===== src/hdl/lpht_pkg.sv =====
package lpht_pkg;

    // request and key widths
    localparam int KEY_W  = 32;
    localparam int DATA_W = 32;
    localparam int CFG_W  = 11;

    // remainder unit: bits consumed per cycle
    localparam int MOD_STEPS = 4;
    localparam int MOD_ITERS = KEY_W / MOD_STEPS;
    localparam int MOD_CNT_W = $clog2(MOD_ITERS);

    // opcodes
    localparam logic [1:0] OP_INSERT = 2'd0;
    localparam logic [1:0] OP_SEARCH = 2'd1;
    localparam logic [1:0] OP_REMOVE = 2'd2;

    // result status codes
    localparam logic [2:0] ST_INSERTED  = 3'd0;
    localparam logic [2:0] ST_UPDATED   = 3'd1;
    localparam logic [2:0] ST_FOUND     = 3'd2;
    localparam logic [2:0] ST_NOT_FOUND = 3'd3;
    localparam logic [2:0] ST_REMOVED   = 3'd4;
    localparam logic [2:0] ST_FULL      = 3'd5;

    // slot marks
    typedef enum logic [1:0] {
        MARK_EMPTY   = 2'd0,
        MARK_USED    = 2'd1,
        MARK_DELETED = 2'd2
    } t_mark;

endpackage


===== src/hdl/lpht_mod.sv =====
module lpht_mod import lpht_pkg::*; #(
    parameter int DIV_W = 11
) (
    input  logic             i_clk,
    input  logic             i_rst_n,
    input  logic             i_start,
    input  logic [KEY_W-1:0] i_dividend,
    input  logic [DIV_W-1:0] i_divisor,
    output logic             o_done,
    output logic [DIV_W-1:0] o_rem
);

    logic                 r_busy;
    logic                 r_done;
    logic [MOD_CNT_W-1:0] r_cnt;
    logic [KEY_W-1:0]     r_dvd;
    logic [DIV_W-1:0]     r_div;
    logic [DIV_W-1:0]     r_rem;
    logic [DIV_W-1:0]     n_rem;

    // restoring remainder, several dividend bits per cycle
    always_comb begin
        logic [DIV_W:0] t;
        n_rem = r_rem;
        for (int j = 0; j < MOD_STEPS; j++) begin
            t = {n_rem, r_dvd[KEY_W-1-j]};
            if (t >= {1'b0, r_div}) begin
                t = t - {1'b0, r_div};
            end
            n_rem = t[DIV_W-1:0];
        end
    end

    always_ff @(posedge i_clk) begin
        if (!i_rst_n) begin
            r_busy <= 1'b0;
            r_done <= 1'b0;
            r_cnt  <= '0;
        end else begin
            r_done <= !i_start && r_busy && (r_cnt == MOD_CNT_W'(MOD_ITERS - 1));
            if (i_start) begin
                r_busy <= 1'b1;
                r_cnt  <= '0;
            end else if (r_busy) begin
                r_cnt <= r_cnt + 1'b1;
                if (r_cnt == MOD_CNT_W'(MOD_ITERS - 1)) begin
                    r_busy <= 1'b0;
                end
            end
        end
    end

    always_ff @(posedge i_clk) begin
        if (i_start) begin
            r_dvd <= i_dividend;
            r_div <= i_divisor;
            r_rem <= '0;
        end else if (r_busy) begin
            r_dvd <= r_dvd << MOD_STEPS;
            r_rem <= n_rem;
        end
    end

    assign o_done = r_done;
    assign o_rem  = r_rem;

endmodule


===== config.mk =====
export PLATFORM = sky130hd
export DESIGN_NAME = lpht_mod
export DESIGN_NICKNAME = d
export VERILOG_FILES = /design/src/hdl/lpht_pkg.sv /design/src/hdl/lpht_mod.sv
export SDC_FILE = /design/constraint.sdc
export NUM_CORES = 1
export LEC_CHECK = 0
export BUFFER_PORTS_ARGS = -buffer_cell sky130_fd_sc_hd__buf_2
export CORE_UTILIZATION = 59
export DETAILED_ROUTE_END_ITERATION = 8
export PLACE_DENSITY_LB_ADDON = 0.1
export SLEW_MARGIN = 10
export SYNTH_ARGS = -nofsm -noshare
export SYNTH_HDL_FRONTEND = slang
export SYNTH_SLANG_ARGS = --single-unit

===== constraint.sdc =====
create_clock -name i_clk -period 11.6 [get_ports i_clk]
set_input_delay 1.16 -clock i_clk [delete_from_list [all_inputs] [get_ports i_clk]]
set_output_delay 1.16 -clock i_clk [all_outputs]
set_load 0.03 [all_outputs]

# Word-level counts from Yosys, hierarchy flattened
# Cells that the tools add are included.
[classes] bitwise_logic=1 addsub=5 div_mod_pow=0 shifts=0 n_mul=0 mux=9 magnitude_cmp=4 reduce_logical=5 n_eq_ne=1
[ops] cell="32-bit 2-to-1 mux" n=2
[ops] cell="12-bit by 11-bit greater-or-equal comparator with 1-bit output" n=4
[ops] cell="11-bit 2-to-1 mux" n=4
[ops] cell="11-bit subtractor" n=4
[ops] cell="3-bit by 1-bit adder with 3-bit output (second input constant)" n=1
[ops] cell="3-bit equality test (second input constant)" n=1
[ops] cell="1-bit 2-to-1 mux" n=3
[ops] cell="1-bit logical AND" n=2
[ops] cell="2-bit nonzero test" n=1
[ops] cell="2-bit OR reduction" n=1
[ops] cell="1-bit logical NOT" n=1
[ops] cell="1-bit inverter" n=1
[word_totals] latchBits=0 ramBits=0 mem_count=0 word_cells=31 romBits=0 regBits=59

# Longest topological paths before layout
[depth] word_depth=8 mapped_depth=40

# Worst setup path before layout
# Ideal clock, no wire load.
[synth_timing] path_type="reg2reg" from="register r_rem[0], in the netlist o_rem[0]" to="register r_rem[8], in the netlist o_rem[8]" setup_ns=0.122 t_arrival_ns=8.553 t_required_ns=11.478 path_stages_with_launch=36 slack_ns=2.925 period_less_slack_ns=8.675 cell_sequence="dfxtp_1 > inv_1 > fa_1 > nand2b_1 > a211oi_2 > o31a_1 > or2_2 > buf_4 > mux2_1 > ha_1 > a21o_1 > a221oi_2 > o21ai_2 > a22o_1 > o21ba_1 > mux2_2 > ha_1 > a21o_1 > a221oi_1 > nand2_1 > a21oi_1 > o21ai_0 > a211oi_4 > buf_2 > mux2_1 > ha_1 > or3_1 > o21ai_0 > a31oi_1 > o221a_1 > o21ai_1 > nor2b_1 > and3_4 > clkbuf_1 > nor4_1 > a221o_1"
[synth_between] elab_chain_cells=8 elab_cells_between_ends=12 cone_classes="4 x add/sub; 4 x order compare; 4 x mux"
[synth_lines] element="start: declaration" line_no="lpht_mod.sv:18" text="logic [DIV_W-1:0] r_rem;"
[synth_lines] element="start signal: assignment" line_no="lpht_mod.sv:60" text="r_rem <= n_rem;"
[synth_lines] element="11-bit subtractor or 12-bit by 11-bit greater-or-equal comparator with 1-bit output (tied branches)" line_no="lpht_mod.sv:28, lpht_mod.sv:27"
[synth_lines] element="11-bit 2-to-1 mux *" line_no="lpht_mod.sv:27" text="if (t >= {1'b0, r_div}) begin"
[synth_lines] element="11-bit subtractor or 12-bit by 11-bit greater-or-equal comparator with 1-bit output (tied branches)" line_no="lpht_mod.sv:28, lpht_mod.sv:27"
[synth_lines] element="11-bit 2-to-1 mux *" line_no="lpht_mod.sv:27"
[synth_lines] element="11-bit subtractor or 12-bit by 11-bit greater-or-equal comparator with 1-bit output (tied branches)" line_no="lpht_mod.sv:28, lpht_mod.sv:27"
[synth_lines] element="11-bit 2-to-1 mux *" line_no="lpht_mod.sv:27"
[synth_lines] element="11-bit subtractor or 12-bit by 11-bit greater-or-equal comparator with 1-bit output (tied branches)" line_no="lpht_mod.sv:28, lpht_mod.sv:27"
[synth_lines] element="11-bit 2-to-1 mux *" line_no="lpht_mod.sv:27"
# Every way passes the cells marked *; elsewhere a longest branch is shown, timed or not.
# A chain may end at the register's enable or synchronous reset.

# Worst setup path after layout
[layout_timing] from="register r_div[0]" to="register r_rem[9], in the netlist o_rem[9]"
[layout_between] elab_chain_cells=8 elab_cells_between_ends=12 cone_classes="4 x add/sub; 4 x order compare; 4 x mux"
[layout_lines] element="start: declaration" line_no="lpht_mod.sv:17" text="logic [DIV_W-1:0] r_div;"
[layout_lines] element="start signal: assignment" line_no="lpht_mod.sv:56" text="r_div <= i_divisor;"
[layout_lines] element="11-bit subtractor or 12-bit by 11-bit greater-or-equal comparator with 1-bit output (tied branches)" line_no="lpht_mod.sv:28, lpht_mod.sv:27"
[layout_lines] element="11-bit 2-to-1 mux" line_no="lpht_mod.sv:27"
[layout_lines] element="11-bit subtractor or 12-bit by 11-bit greater-or-equal comparator with 1-bit output (tied branches)" line_no="lpht_mod.sv:28, lpht_mod.sv:27"
[layout_lines] element="11-bit 2-to-1 mux" line_no="lpht_mod.sv:27"
[layout_lines] element="11-bit subtractor or 12-bit by 11-bit greater-or-equal comparator with 1-bit output (tied branches)" line_no="lpht_mod.sv:28, lpht_mod.sv:27"
[layout_lines] element="11-bit 2-to-1 mux" line_no="lpht_mod.sv:27"
[layout_lines] element="11-bit subtractor or 12-bit by 11-bit greater-or-equal comparator with 1-bit output (tied branches)" line_no="lpht_mod.sv:28, lpht_mod.sv:27"
[layout_lines] element="11-bit 2-to-1 mux *" line_no="lpht_mod.sv:27"
# Marked as above.

==> results by group <==
Clocking
  – # H-tree levels: 3
  – CTS tree: done
  – Post-CTS Setup Repair Bufs: 0
  – Number of buffers created by CTS: 9
  – Sink Count: 59
  – Worst-Skew Late Latency: 0.34 ns
  – CTS resizes: 0
  – Cts hold-fix bufs: 0
  – CTS Buffer Depth: 2
  – CTS root buffer: clkbuf_8
  – CTS clk-pin slew, worst paths: 0.08 ns

STA
  – Max Freq: 98.4 MHz
  – Final setup skew: 0.0166 ns
  – Worst slew pin tran: 0.929 ns
  – Max_slew headroom: 0.379
  – Crit path time final: 10.16 ns
  – Slew Limit Fails: 0
  – Endpoints failing hold: 0
  – RSZ-0062 raised after global routing: false
  – Final count of negative-setup-slack endpoints: 0
  – Crit share post-route: 0.876
  – Setup TNS: 0 ns

Finish
  – Fillers: 615
  – NumNets Final: 631
  – Final cell count without fillers: 642
  – Share of layout cells above drive strength 1: 0.228
  – Area growth syn-to-layout: 11.7%
  – Ant diodes: 0
  – Core Util, Final: 0.687

Synthesis
  – Syn nets: 574
  – Cell taking the most area after synthesis: edfxtp_1
  – Yosys top cell area share: 0.271
  – Syn_area_per_cell: 9.99 um2
  – Synth Cell Area: 0.00477 mm2
  – Ys flop type: edfxtp_1
  – Fraction of registers with async set/reset: 0
  – Post-Syn Instances: 478
  – Synth warn: 0
  – Sequential area share after synthesis: 0.338
  – Top post-synthesis cells by area: edfxtp_1, ha_1, mux2_2
  – FF+latch count, synth: 59
  – Post-synth top cells: ha_1, edfxtp_1, mux2_2
  – Most frequent cell after synthesis: ha_1
  – Netlist cell types: 70
  – Number of synthesized flops with an enable pin: 43

Global route
  – Initial antenna violation count: 0
  – Total GRT Usage: 0.290
  – Pin count of the biggest net entering global routing: 53
  – Total global routing overflow: 0
  – First-pass GRT wire length: 18.9 mm
  – Number of global-route vias before repair: 3864

Setup path
  – CP max stage cell: o21bai_1
  – Worst Path Max Fanout: 19
  – Crit end category: flip-flop
  – Startpoint types: flip-flop
  – Critical path arrival: 10.40 ns
  – Crit path kind: flip-flop to flip-flop
  – CP Data Required Time: 11.85 ns
  – Most Frequent Cell on Critical Path: ha_1
  – Slowest stage delay, CP: 0.75 ns

Outcome
  – Outcome: completed

Die
  – # rows: 32
  – Starting Density: 0.615
  – Die Ht: 91.9 um
  – Core area: 0.00777 mm2
  – Die area: 0.00845 mm2
  – # IOs: 58
  – Die W: 91.9 um

Placed design
  – Placed instance count: 626
  – IO buf count: 57
  – Final HPWL DP: 8.91 mm
  – Gpl congestion: 0.938

Routing
  – Via count: 3984
  – Final wirelength: 11.6 mm
  – Post-DRT Antenna Nets: 0
  – Avg WL per Cell: 18.0 um
  – Remaining DRCs: 0
  – Initial DRC count: 278
  – Via density: 6.21
  – DR pass1 iterations: 5

Hold path
  – Type of the worst min-delay path: flip-flop to flip-flop

Job
  – Max-cap violation count: 0
==> state kept, by name, summed over array words and instances (netlist names) <==
signal and cells:
o_done 1, o_rem 11, r_busy 1, r_cnt 3
r_div 11, r_dvd 32
==> cells by family after synthesis <==
kind of cell	synth area share
multiplexers	0.117
adder cells (fa/ha/maj)	0.137
flip-flops	0.338
AND/OR/NAND/NOR	0.138
buffers and inverters	0.0383
AO/OA/AOI/OAI	0.181
XOR/XNOR	0.0495
==> per-stage QoR <==
stage	hold WS [ns]	area [um2]	worst slack (ns)
4_1_cts	0.510	5330	1.60
6_report	0.505	5330	1.44
2_1_floorplan	0.465	4770	2.93
3_5_place_dp	0.496	5140	1.64
3_3_place_gp	0.479	5140	1.90
5_1_grt	0.523	5330	0.778
==> placed cells by master (no fill, tap or decap), types with 4 or more instances in the layout <==
| master | Yosys | layout |
|---|---|---|
| a211oi_1 | 6 | 6 |
| a21o_1 | 11 | 11 |
| a21oi_1 | 26 | 26 |
| a31oi_1 | 4 | 4 |
| and2_1 | 5 | 5 |
| and3_1 | 10 | 10 |
| buf_2 | 2 | 57 |
| clkbuf_8 | 0 | 10 |
| dfxtp_1 | 16 | 16 |
| edfxtp_1 | 43 | 43 |
| fa_1 | 4 | 4 |
| ha_1 | 46 | 46 |
| inv_1 | 32 | 32 |
| mux2_1 | 4 | 4 |
| mux2_2 | 40 | 40 |
| mux2i_1 | 5 | 5 |
| nand2_1 | 27 | 27 |
| nand2b_1 | 6 | 6 |
| nand3_1 | 8 | 8 |
| nor2_1 | 26 | 26 |
| nor2b_1 | 11 | 11 |
| nor3_1 | 10 | 10 |
| o211ai_1 | 4 | 4 |
| o21a_1 | 8 | 8 |
| o21ai_0 | 15 | 15 |
| o21ai_1 | 8 | 8 |
| o311ai_1 | 4 | 4 |
| or3_1 | 4 | 4 |
| xnor2_1 | 19 | 19 |
| xor2_1 | 8 | 8 |
==> worst max-delay path: cells and delay by family (launching register included) <==
family,cells,cell delay [ns]
mux,3,1.12
compound gates,15,4.43
flops,1,0.47
fa+ha+maj,5,1.82
simple gates,9,2.25
==> layout make-up <==
type	instances	area, um2	share of cell area
Sequential cell	59	1610	0.302
Clock inverter	5	53.8	0.0101
Clock buffer	11	141	0.0265
Timing Repair Buffer	59	300	0.0563
Tap cell	102	128	0.0239
Multi-Input combinational cell	374	2980	0.559
Inverter	32	120	0.0225
==> per-layer routing <==
| metal | up-vias | part of all wire | GRT usage |
|---|---|---|---|
| met3 | 27 | 0.059 | 0.0580 |
| met5 | - | 0 | 0 |
| met2 | 166 | 0.48 | 0.489 |
| met4 | 0 | 0.021 | 0.0990 |
| met1 | 1881 | 0.44 | 0.370 |
| li1 | 1910 | - | - |
==> path summary, 6_finish.rpt <==
check                                end     start  depth (start not counted)  slack, ns
worst min register to register  r_cnt[1]  r_cnt[1]                          2       0.51
worst max-delay path            o_rem[9]  r_div[0]                         32       1.44
worst min-delay path            r_cnt[1]  r_cnt[1]                          2       0.51
worst max register to register  o_rem[9]  r_div[0]                         32       1.44
Power is left out: the tool's default activity adds up to more than one toggle a clock period on the data nets, which glitch-free logic cannot reach.
